### src/sv/amsm_pkg.sv
package amsm_pkg;

    localparam int unsigned TIME_W  = 32;
    localparam int unsigned STICK_W = 16;
    localparam int unsigned YAW_T_W = 15;
    localparam int unsigned DEB_W   = 16;
    localparam int unsigned PULSE_W = 12;
    localparam int unsigned ACT_W   = 2;
    localparam int unsigned CHG_W   = 2;
    localparam int unsigned CFG_IDX_W  = 3;
    localparam int unsigned CFG_DATA_W = 16;
    localparam int unsigned IN_DATA_W  = 80;
    localparam int unsigned OUT_DATA_W = 8;

    // action codes
    localparam logic [ACT_W-1:0] ACT_STICK  = 2'd0;
    localparam logic [ACT_W-1:0] ACT_SWITCH = 2'd1;
    localparam logic [ACT_W-1:0] ACT_MODE   = 2'd2;

    // arm change codes
    localparam logic [CHG_W-1:0] CHG_NONE     = 2'd0;
    localparam logic [CHG_W-1:0] CHG_ARMED    = 2'd1;
    localparam logic [CHG_W-1:0] CHG_DISARMED = 2'd2;

    // configuration register indexes
    localparam logic [CFG_IDX_W-1:0] REG_THR_MAX    = 3'd0;
    localparam logic [CFG_IDX_W-1:0] REG_YAW_THR    = 3'd1;
    localparam logic [CFG_IDX_W-1:0] REG_DEBOUNCE   = 3'd2;
    localparam logic [CFG_IDX_W-1:0] REG_SW_ARM     = 3'd3;
    localparam logic [CFG_IDX_W-1:0] REG_SW_DISARM  = 3'd4;
    localparam logic [CFG_IDX_W-1:0] REG_MODE_SPLIT = 3'd5;

    typedef struct packed {
        logic signed [STICK_W-1:0] throttle_ceiling;
        logic [YAW_T_W-1:0]        yaw_trip;
        logic [DEB_W-1:0]          settle_ms;
        logic [PULSE_W-1:0]        switch_arm_us;
        logic [PULSE_W-1:0]        switch_disarm_us;
        logic [PULSE_W-1:0]        mode_split_us;
    } amsm_cfg_t;

    typedef struct packed {
        logic [ACT_W-1:0]          action;
        logic [TIME_W-1:0]         now_ms;
        logic signed [STICK_W-1:0] throttle;
        logic signed [STICK_W-1:0] yaw;
        logic [PULSE_W-1:0]        pulse_us;
    } amsm_item_t;

    typedef struct packed {
        logic             is_armed;
        logic             angle_mode;
        logic [CHG_W-1:0] arm_change;
        logic             mode_changed;
    } amsm_result_t;

endpackage

### src/sv/arm_and_mode_state_machine.sv
// channel  | direction | handshake          | payload
// ---------+-----------+--------------------+------------------------------------------
// s_       | in        | s_tvalid/s_tready  | tdata: now_ms, throttle, yaw, pulse_us
//          |           |                    | tuser: action
// m_       | out       | m_tvalid/m_tready  | tdata: is_armed, angle_mode, arm_change,
//          |           |                    |        mode_changed
// cfg_     | in        | cfg_valid/cfg_ready| cfg_index, cfg_data (write only)
//
// one word a cycle while the m_ side is not stalled; m_tvalid follows the s_ accept through the input
// register, then the result register written together with the flag/timer state.
// aresetn (synchronous) restores register defaults, disarmed, acro and zero timers.
// a stalled m_ side holds its word; the input register still takes one more word,
// and s_tready drops only when both registers are full.
// configuration writes are always accepted.
module arm_and_mode_state_machine (
    input  logic                             aclk,
    input  logic                             aresetn,
    input  logic                             s_tvalid,
    output logic                             s_tready,
    // now_ms[31:0], throttle[47:32], yaw[63:48], pulse_us[75:64], zero[79:76]
    input  logic [amsm_pkg::IN_DATA_W-1:0]   s_tdata,
    // action[1:0]
    input  logic [amsm_pkg::ACT_W-1:0]       s_tuser,
    output logic                             m_tvalid,
    input  logic                             m_tready,
    // is_armed[0], angle_mode[1], arm_change[3:2], mode_changed[4], zero[7:5]
    output logic [amsm_pkg::OUT_DATA_W-1:0]  m_tdata,
    input  logic                             cfg_valid,
    output logic                             cfg_ready,
    input  logic [amsm_pkg::CFG_IDX_W-1:0]   cfg_index,
    input  logic [amsm_pkg::CFG_DATA_W-1:0]  cfg_data
);
    import amsm_pkg::*;

    amsm_cfg_t    cfg;
    amsm_item_t   item_reg;
    amsm_result_t result;
    amsm_result_t result_reg;
    logic         in_valid_reg;
    logic         out_valid_reg;
    logic         out_free;
    logic         fire;

    assign out_free = !out_valid_reg || m_tready;
    assign fire     = in_valid_reg && out_free;
    assign s_tready = !in_valid_reg || out_free;

    amsm_cfg u_cfg (
        .aclk      (aclk),
        .aresetn   (aresetn),
        .cfg_valid (cfg_valid),
        .cfg_ready (cfg_ready),
        .cfg_index (cfg_index),
        .cfg_data  (cfg_data),
        .cfg       (cfg)
    );

    amsm_step u_step (
        .aclk    (aclk),
        .aresetn (aresetn),
        .fire    (fire),
        .item    (item_reg),
        .cfg     (cfg),
        .result  (result)
    );

    always_ff @(posedge aclk) begin
        if (!aresetn) begin
            in_valid_reg  <= 1'b0;
            out_valid_reg <= 1'b0;
        end else begin
            if (s_tready) begin
                in_valid_reg <= s_tvalid;
            end
            if (out_free) begin
                out_valid_reg <= in_valid_reg;
            end
        end
    end

    always_ff @(posedge aclk) begin
        if (s_tready && s_tvalid) begin
            item_reg.action   <= s_tuser;
            item_reg.now_ms   <= s_tdata[31:0];
            item_reg.throttle <= $signed(s_tdata[47:32]);
            item_reg.yaw      <= $signed(s_tdata[63:48]);
            item_reg.pulse_us <= s_tdata[75:64];
        end
        if (fire) begin
            result_reg <= result;
        end
    end

    assign m_tvalid = out_valid_reg;
    assign m_tdata  = {3'b000, result_reg.mode_changed, result_reg.arm_change,
                       result_reg.angle_mode, result_reg.is_armed};

endmodule

### src/sv/amsm_cfg.sv
module amsm_cfg (
    input  logic                              aclk,
    input  logic                              aresetn,
    input  logic                              cfg_valid,
    output logic                              cfg_ready,
    input  logic [amsm_pkg::CFG_IDX_W-1:0]    cfg_index,
    input  logic [amsm_pkg::CFG_DATA_W-1:0]   cfg_data,
    output amsm_pkg::amsm_cfg_t               cfg
);
    import amsm_pkg::*;

    amsm_cfg_t cfg_reg;

    assign cfg_ready = 1'b1;
    assign cfg       = cfg_reg;

    always_ff @(posedge aclk) begin
        if (!aresetn) begin
            cfg_reg.throttle_ceiling <= 16'sd1638;
            cfg_reg.yaw_trip         <= 15'd14746;
            cfg_reg.settle_ms        <= 16'd250;
            cfg_reg.switch_arm_us    <= 12'd1700;
            cfg_reg.switch_disarm_us <= 12'd1300;
            cfg_reg.mode_split_us    <= 12'd1500;
        end else if (cfg_valid) begin
            unique case (cfg_index)
                REG_THR_MAX:    cfg_reg.throttle_ceiling <= $signed(cfg_data);
                REG_YAW_THR:    cfg_reg.yaw_trip         <= cfg_data[YAW_T_W-1:0];
                REG_DEBOUNCE:   cfg_reg.settle_ms        <= cfg_data[DEB_W-1:0];
                REG_SW_ARM:     cfg_reg.switch_arm_us    <= cfg_data[PULSE_W-1:0];
                REG_SW_DISARM:  cfg_reg.switch_disarm_us <= cfg_data[PULSE_W-1:0];
                REG_MODE_SPLIT: cfg_reg.mode_split_us    <= cfg_data[PULSE_W-1:0];
                default: ;
            endcase
        end
    end

endmodule

### src/sv/amsm_step.sv
module amsm_step (
    input  logic                   aclk,
    input  logic                   aresetn,
    input  logic                   fire,
    input  amsm_pkg::amsm_item_t   item,
    input  amsm_pkg::amsm_cfg_t    cfg,
    output amsm_pkg::amsm_result_t result
);
    import amsm_pkg::*;

    logic              armed_reg, armed_next;
    logic              mode_reg, mode_next;
    logic [TIME_W-1:0] stick_last_reg, stick_last_next;
    logic [TIME_W-1:0] switch_last_reg, switch_last_next;
    logic [TIME_W-1:0] mode_last_reg, mode_last_next;

    logic [TIME_W-1:0]   elapsed;
    logic [TIME_W-1:0]   last_sel;
    logic [TIME_W-1:0]   deb_ext;
    logic signed [16:0]  yaw_ext;
    logic signed [16:0]  ythr_pos;
    logic signed [16:0]  ythr_neg;
    logic                thr_low;
    logic                gesture;
    logic                sw_arm;
    logic                sw_disarm;
    logic                armed_mid;

    assign deb_ext  = {{(TIME_W-DEB_W){1'b0}}, cfg.settle_ms};
    assign yaw_ext  = {item.yaw[STICK_W-1], item.yaw};
    assign ythr_pos = $signed({2'b00, cfg.yaw_trip});
    assign ythr_neg = -ythr_pos;

    always_comb begin
        case (item.action)
            ACT_SWITCH: last_sel = switch_last_reg;
            ACT_MODE:   last_sel = mode_last_reg;
            default:    last_sel = stick_last_reg;
        endcase
    end

    // timers wrap modulo 2^32
    assign elapsed = item.now_ms - last_sel;

    assign thr_low   = item.throttle < cfg.throttle_ceiling;
    assign gesture   = armed_reg ? (yaw_ext < ythr_neg) : (yaw_ext > ythr_pos);
    assign sw_arm    = (item.pulse_us > cfg.switch_arm_us) && !armed_reg;
    assign armed_mid = armed_reg | sw_arm;
    assign sw_disarm = (item.pulse_us < cfg.switch_disarm_us) && armed_mid;

    always_comb begin
        armed_next       = armed_reg;
        mode_next        = mode_reg;
        stick_last_next  = stick_last_reg;
        switch_last_next = switch_last_reg;
        mode_last_next   = mode_last_reg;
        unique case (item.action)
            ACT_STICK: begin
                if (thr_low && gesture && (elapsed > deb_ext)) begin
                    armed_next      = !armed_reg;
                    stick_last_next = item.now_ms;
                end
            end
            ACT_SWITCH: begin
                // crossed levels arm then disarm in the same word
                if (elapsed >= deb_ext) begin
                    armed_next = armed_mid & ~sw_disarm;
                    if (sw_arm || sw_disarm) begin
                        switch_last_next = item.now_ms;
                    end
                end
            end
            ACT_MODE: begin
                if (elapsed >= deb_ext) begin
                    mode_last_next = item.now_ms;
                    mode_next      = item.pulse_us > cfg.mode_split_us;
                end
            end
            default: ;
        endcase
    end

    always_comb begin
        result.is_armed     = armed_next;
        result.angle_mode   = mode_next;
        result.mode_changed = mode_next ^ mode_reg;
        if (armed_next == armed_reg) begin
            result.arm_change = CHG_NONE;
        end else if (armed_next) begin
            result.arm_change = CHG_ARMED;
        end else begin
            result.arm_change = CHG_DISARMED;
        end
    end

    always_ff @(posedge aclk) begin
        if (!aresetn) begin
            armed_reg       <= 1'b0;
            mode_reg        <= 1'b0;
            stick_last_reg  <= '0;
            switch_last_reg <= '0;
            mode_last_reg   <= '0;
        end else if (fire) begin
            armed_reg       <= armed_next;
            mode_reg        <= mode_next;
            stick_last_reg  <= stick_last_next;
            switch_last_reg <= switch_last_next;
            mode_last_reg   <= mode_last_next;
        end
    end

endmodule
### config.mk
export PLATFORM = sky130hd
export DESIGN_NAME = arm_and_mode_state_machine
export DESIGN_NICKNAME = d
export VERILOG_FILES = /design/src/sv/amsm_pkg.sv /design/src/sv/arm_and_mode_state_machine.sv /design/src/sv/amsm_cfg.sv /design/src/sv/amsm_step.sv
export SDC_FILE = /design/constraint.sdc
export NUM_CORES = 1
export LEC_CHECK = 0
export ABC_AREA = 1
export ABC_CLOCK_PERIOD_IN_PS = 12100
export BUFFER_PORTS_ARGS = -buffer_cell sky130_fd_sc_hd__clkbuf_2
export CAP_MARGIN = 20
export CORE_ASPECT_RATIO = 0.8
export CORE_UTILIZATION = 45
export DETAILED_ROUTE_END_ITERATION = 16
export PLACE_DENSITY_LB_ADDON = 0.25
export SETUP_SLACK_MARGIN = 0.5
export SYNTH_ARGS = -nofsm -noshare
export SYNTH_HDL_FRONTEND = slang
export SYNTH_SLANG_ARGS = --single-unit
### constraint.sdc
create_clock -name aclk -period 12.1 [get_ports aclk]
set_clock_uncertainty 0.05 [all_clocks]
set_input_delay 0.605 -clock aclk [delete_from_list [all_inputs] [get_ports aclk]]
set_output_delay 0.605 -clock aclk [all_outputs]
set_load 0.005 [all_outputs]
==> results.md, run 1 <==
* Critical Path AT at 6.31 ns
* Peak Freq at 168 MHz
* Final net count at 2227
* Synthesized flop and latch total at 266
* Worst R2R End: u_step.switch_last_reg[29]$_SDFFE_PN0P_
* Hold Path Class: in2reg
* Share of layout cells above drive strength 1 at 12.4%
* CP Class: reg2reg
* CP required at 12.47 ns
* Post-Synthesis Cell Area at 0.0152 mm^2
* Post-DRT Antenna Nets at 0
* DR top layer: met4
* Post-synth EDFFs at 83
* Crit path capture: u_step.switch_last_reg[29]$_SDFFE_PN0P_
* Leakage power at 7.53 nW
* PD cells at 136 mW/mm^2
* Worst Slack Setup Final at 6.16 ns
* Wl on met1 at 19.2 mm
* Clock tree buffer depth at 3
* Post-CTS Setup Inserts at 0
* Synth cell types at 47
* Antenna Cells at 0
* Crit path from: item_reg[76]$_DFFE_PP_
* Largest net degree at the start of global routing at 83
* Met3 WL at 2.16 mm
* Flop2flop setup slack at 6.16 ns
* Hold Fails Final Rpt at 0
* Max cap viols at 0
* Ys async rst share at 0%
* Ys flop type: dfxtp_1
* Cell taking the most area after synthesis: dfxtp_1
* Int Pwr at 0.00161 W
* CTS tree: yes
* Net Sw Frac at 30.3%
* Final HPWL DP at 27.7 mm
* Worst-Skew Late Latency at 0.58 ns
* Synthesized instance count at 1906
* Reg power frac at 42.5%
* Cell Count, Final, Fillers Out at 2437
* Combinational Power Share at 20.4%
* CTS H-tree depth at 1
* IO Count at 117
* Gpl congestion at 0.893
* Worst R2R Path Depth at 28
* Port bufs at 108
* Max reg flops at 83
* Worst-margin pin slew at 1.05 ns
* DP Cell Count at 2384
* Outcome: complete, no violations
* Initial core utilization at 46.2%
* Sequential area share after synthesis at 40.6%
* Hold_buf cts at 0
* Synthesized area per cell at 7.96 um^2
* Slew headroom at 29.9%
* Sink Count at 266
* Peak fanout along the critical path at 64
* Cell Rows at 59
* Cell with the most instances after synthesis: nand2_1
* Most common cell on crit path: nand2_1
* Residual DRC at 0
* Vias in the first global route at 11854
* RSZ-0062 raised after global routing: false
* 1st-iter DRT viols at 1088
* Peak supply drop at 117 uV
* DIE HEIGHT at 166 um
* Synth area leaders: dfxtp_1 24%, edfxtp_1 16%, ha_1 11%
* Area growth, synth to finish at 11.6%
* Crit path launch type: register
* Clock Pin Slew Worst Setup and Hold Paths at 0.06 ns
* CP max stage delay at 0.65 ns
* Core Region at 0.0329 mm^2
* R2R Path Start: item_reg[76]$_DFFE_PP_
* First drt pass iteration count at 5
* Post-synth top cells: 380 x nand2_1, 303 x inv_1, 183 x dfxtp_1, 173 x a21oi_1, 132 x ha_1
* Final setup fails at 0
* Die width at 207 um
* Fill cells at 3146
* TritonCTS buffer count at 28
* Minimum clock period at 5.94 ns
* CP endpoint kind: register
* First-pass GRT wire length at 61.3 mm
* Initial antenna violation count at 0
* Root buffer cell: clkbuf_16
* Overflow after GRT at 0
* Pre-CTS setup slack at 5.88 ns
* Psw at 0.000699 W
* Crit share post-route at 49.1%
* YS warnings at 0
* PostCTS Resize Cnt at 0
* Clock Power Share at 37.1%
* Total track usage at 21.9%
* DR WL met2 at 15.7 mm
* DR vias/cell at 5.21
* Setup tns final at 0 ns
* Post-synth top area share at 24.1%
* Die Area at 0.0345 mm^2
* Slowest cell on the critical path: nand3_4
* Final Max Slew Viols at 0
* WL/cell at 15.5 um
* Routed via count at 12687
* Drt total wl at 37.8 mm
-- cell type report --
class	instances	area, um^2	share of cell area, %
well taps	427	534	3.15
clock buffers	39	803	4.74
repair buffers	122	668	3.94
inverters	311	1170	6.90
multi-input cells	1259	7490	44.2
flip-flops and latches	266	6160	36.3
clock inverters	13	119	0.702
-- cells by family (layout without fill, tap and decap cells) --
family                     count (synthesis)  count (layout)  synth area share (%)
adders and majority gates                133             133                  11.0
xor gates and xnor gates                  33              33                  1.90
other                                      2               4                0.0495
and+or+nand+nor                          631             631                  18.3
buffers and inverters                    383             485                  10.2
DFF                                      266             266                  40.6
AOI/OAI and AO/OA                        458             458                  18.0
-- placed cells by master (no fill, tap or decap), types with 6 or more instances in the layout --
| cell type | n |
|---|---|
| nand2_1 | 380 |
| inv_1 | 302 |
| dfxtp_1 | 183 |
| a21oi_1 | 172 |
| ha_1 | 132 |
| o21ai_0 | 130 |
| clkbuf_2 | 107 |
| nor2_1 | 88 |
| edfxtp_1 | 83 |
| nand4_1 | 50 |
| nand3_1 | 47 |
| a21oi_2 | 39 |
| o211ai_1 | 38 |
| xor2_1 | 32 |
| o21ai_1 | 32 |
| a221o_1 | 31 |
| clkbuf_16 | 29 |
| nand2_2 | 19 |
| buf_4 | 14 |
| nor3_1 | 13 |
| nor2_2 | 10 |
| clkinv_2 | 7 |
| clkbuf_1 | 6 |
-- per-layer routing --
layer / track usage [%] / vias to the layer above
li1: - / 6529
met1: 32.6 / 5824
met2: 33.1 / 286
met3: 3.21 / 48
met4: 4.93 / 0
met5: 0 / -
-- how the worst min path moves through the flow --
stage | to | cells after the start | slack, ns | start
after floorplan | u_step.mode_last_reg[10]$_SDFFE_PN0P_ | 2 | 0.37 | u_step.mode_last_reg[10]$_SDFFE_PN0P_
final | item_reg[54]$_DFFE_PP_ | 1 | 0.15 | s_tdata[10]
after global routing | item_reg[55]$_DFFE_PP_ | 1 | 0.13 | s_tdata[11]
after global placement | u_step.mode_last_reg[24]$_SDFFE_PN0P_ | 2 | 0.38 | u_step.mode_last_reg[24]$_SDFFE_PN0P_
after CTS | item_reg[54]$_DFFE_PP_ | 1 | 0.13 | s_tdata[10]
after detailed placement | u_step.mode_last_reg[16]$_SDFFE_PN0P_ | 2 | 0.39 | u_step.mode_last_reg[16]$_SDFFE_PN0P_
-- worst max-delay path: cells and delay by family, from the launching register on --
family          cells  cell delay [ns]
simple gates       12             2.02
flops               1             0.39
buf+inv             6             1.13
xor+xnor            1             0.17
fa+ha+maj           4             1.07
compound gates      5             0.86
-- through the flow --
step | cell area (um^2) | util (%) | hold WS (ns) | power, W
4_1_cts | 16900 | 51.5 | 0.127 | 0.00233
6_report | 16900 | 51.6 | 0.148 | 0.00231
2_1_floorplan | 15200 | - | 0.374 | 0.00133
3_3_place_gp | 16000 | 48.7 | 0.382 | 0.00146
5_1_grt | 16900 | 51.6 | 0.130 | 0.00243
3_5_place_dp | 16000 | 48.7 | 0.388 | 0.00146
-- power by group through the flow --
stage                     clock [W]  sequential, W  combinational [W]
final                      0.000857       0.000980           0.000471
after global routing       0.000914       0.000984           0.000535
after CTS                  0.000876       0.000980           0.000469
after detailed placement          0        0.00100           0.000465
after global placement            0       0.000999           0.000456
after floorplan                   0       0.000992           0.000338
(Power assumes the default switching activity.)
==> run 2, diff against run 1 <==
ABC_CLOCK_PERIOD_IN_PS = 5800   (was 12100)
clock period = 5.8 ns   (was 12.1 ns; I/O delays follow)
==> results.md, run 2 (synthesized netlist as in run 1, its figures left out) <==
* Gpl congestion at 0.932 (+4.4%)
* RSZ-0062 raised after global routing: false
* Highest-count cells in the layout ignoring fill and taps: 380 x nand2_1, 301 x inv_1, 183 x dfxtp_1
* Port bufs at 108 (unchanged)
* Crit path launch type: register
* WL/cell at 15.8 um (+2.1%)
* Final net count at 2321 (+4.2%)
* Initial antenna violation count at 0 (unchanged)
* TritonCTS buffer count at 28 (unchanged)
* Clock Pin Slew Worst Setup and Hold Paths at 0.06 ns (about the same)
* CP required at 6.19 ns (-6.28 ns)
* Final setup fails at 0 (unchanged)
* Clock tree buffer depth at 3 (unchanged)
* Antenna Cells at 0 (unchanged)
* CTS tree: yes
* R2R Path Start: item_reg[76]$_DFFE_PP_
* Outcome: complete, no violations
* Final Util at 54.6% (+3.0 points)
* Largest net degree at the start of global routing at 83 (unchanged)
* First-pass GRT wire length at 63.9 mm (+4.3%)
* Die width at 207 um (unchanged)
* CP Class: reg2reg
* Drt total wl at 40.1 mm (+6.0%)
* Share of layout cells above drive strength 1 at 12.8% (+0.39 points)
* Hold Fails Final Rpt at 0 (unchanged)
* Peak Freq at 204 MHz (+21%)
* Die Area at 0.0345 mm^2 (unchanged)
* CP endpoint kind: register
* Flop2flop setup slack at 0.89 ns (-5.27 ns)
* DR vias/cell at 5.17 (-0.77%)
* Vias in the first global route at 12374 (+4.4%)
* Hold Path Stages at 3 (+2)
* 1st-iter DRT viols at 915 (-16%)
* Area growth, synth to finish at 18.1%
* Commonest non-fill, non-tap cell in the layout: nand2_1
* Fill cells at 2990 (-5.0%)
* Initial core utilization at 46.2% (unchanged)
* Hold Path Origin: cfg_data[15]
* Crit share post-route at 84.6% (+36 points)
* Worst-Skew Late Latency at 0.57 ns (about the same)
* Hold Path Class: in2reg
* Minimum clock period at 4.91 ns (-1.03 ns)
* Total track usage at 22.8% (+0.95 points)
* Residual DRC at 0 (unchanged)
* Worst-margin pin slew at 1.06 ns (+0.0115 ns)
* Overflow after GRT at 0 (unchanged)
* Slew headroom at 29.1% (-0.76 points)
* Final HPWL DP at 28.5 mm (+2.7%)
* Worst R2R End: u_step.switch_last_reg[28]$_SDFFE_PN0P_
* First drt pass iteration count at 6 (+1)
* DP Cell Count at 2393 (+0.38%)
* Max cap viols at 0 (unchanged)
* Peak supply drop at 272 uV (+130%)
* Cell Rows at 59 (unchanged)
* Cell Count, Final, Fillers Out at 2531 (+3.9%)
* Worst R2R Path Depth at 25 (-11%)
* IO Count at 117 (unchanged)
* Sink Count at 266 (unchanged)
* Peak fanout along the critical path at 30 (-53%)
* Max reg flops at 83 (unchanged)
* Post-DRT Antenna Nets at 0 (unchanged)
* Hold Path Sink: u_cfg.cfg[82]$_SDFFE_PN0P_
* CTS H-tree depth at 1 (unchanged)
* Final Max Slew Viols at 0 (unchanged)
* Core Region at 0.0329 mm^2 (unchanged)
* Routed via count at 13075 (+3.1%)
* Root buffer cell: clkbuf_16
* Critical Path AT at 5.30 ns (-1.01 ns)
* Setup tns final at 0 ns (unchanged)
* Leakage power at 7.95 nW (+5.5%)
* PD cells at 275 mW/mm^2 (+100%)
* DIE HEIGHT at 166 um (unchanged)
==> run 2: critical path, cell delays in order (launching register included) <==
cell	delay (ns)
edfxtp_1	0.35
inv_1	0.07
ha_1	0.35
clkinvlp_4	0.24
buf_4	0.23
a221o_1	0.26
o21ai_0	0.08
ha_1	0.32
nand2_1	0.09
nand2_1	0.10
nand2_1	0.08
nand2_1	0.08
a21oi_1	0.16
nand2_2	0.14
xor2_1	0.17
ha_1	0.28
nand2_1	0.11
nor4_2	0.35
nand2_1	0.09
o2111ai_1	0.12
nor2_1	0.12
nand3_4	0.19
nand3_4	0.23
buf_12	0.27
o21ai_1	0.18
a21oi_2	0.04
==> run 2: worst max path at each step <==
stage	startpoint	depth (start not counted)	endpoint	slack [ns]
finish	item_reg[76]$_DFFE_PP_	25	u_step.switch_last_reg[28]$_SDFFE_PN0P_	0.89
global route	item_reg[77]$_DFFE_PP_	26	u_step.switch_last_reg[31]$_SDFFE_PN0P_	0.57
CTS	item_reg[76]$_DFFE_PP_	27	u_step.switch_last_reg[28]$_SDFFE_PN0P_	0.67
detailed placement	item_reg[76]$_DFFE_PP_	27	u_step.switch_last_reg[28]$_SDFFE_PN0P_	0.69
global placement	item_reg[76]$_DFFE_PP_	26	u_step.switch_last_reg[24]$_SDFFE_PN0P_	0.86
floorplan	item_reg[76]$_DFFE_PP_	24	u_step.stick_last_reg[20]$_SDFFE_PN0P_	1.47
==> run 2: metrics by stage <==
step	hold WS [ns]	area, um^2	total power (W)	setup slack [ns]
6_report	0.0121	17900	0.00493	0.890
5_1_grt	0.00699	17900	0.00519	0.575
4_1_cts	0.00234	17800	0.00495	0.667
3_5_place_dp	0.388	16100	0.00306	0.690
3_3_place_gp	0.382	16100	0.00304	0.861
2_1_floorplan	0.339	15200	0.00277	1.47
==> run 2: where the power goes <==
group / switching, W / total [W] / leakage (nW) / internal, W
Combinational: 0.000657 / 0.00104 / 5.17 / 0.000382
Sequential: 0.0000473 / 0.00205 / 2.30 / 0.00200
Clock: 0.000760 / 0.00184 / 0.479 / 0.00108
==> run 2: layer usage <==
| layer | vias to the layer above | GRT usage [%] | part of all wire, % |
|---|---|---|---|
| met2 | 327 | 35.4 | 43 |
| li1 | 6716 | - | - |
| met1 | 5979 | 33.7 | 50 |
| met4 | 0 | 4.25 | 1.7 |
| met5 | - | 0 | 0 |
| met3 | 53 | 3.27 | 5.6 |
==> run 2: timing repair <==
item / CTS / global route
hold buffers: 80 / 1
resized for setup: 0 / 5
buffers inserted: 0 / 3
setup endpoints to repair: 0 / 89
endpoints found under the hold margin: 80 / 1
==> run 2: cell type report <==
cell class | instances | area, um^2 | share of cell area, %
Multi-Input combinational cell | 1261 | 7530 | 42.0
Sequential cell | 266 | 6160 | 34.3
Timing Repair Buffer | 214 | 1570 | 8.74
Inverter | 311 | 1170 | 6.54
Clock buffer | 37 | 817 | 4.56
Tap cell | 427 | 534 | 2.98
Clock inverter | 15 | 148 | 0.824
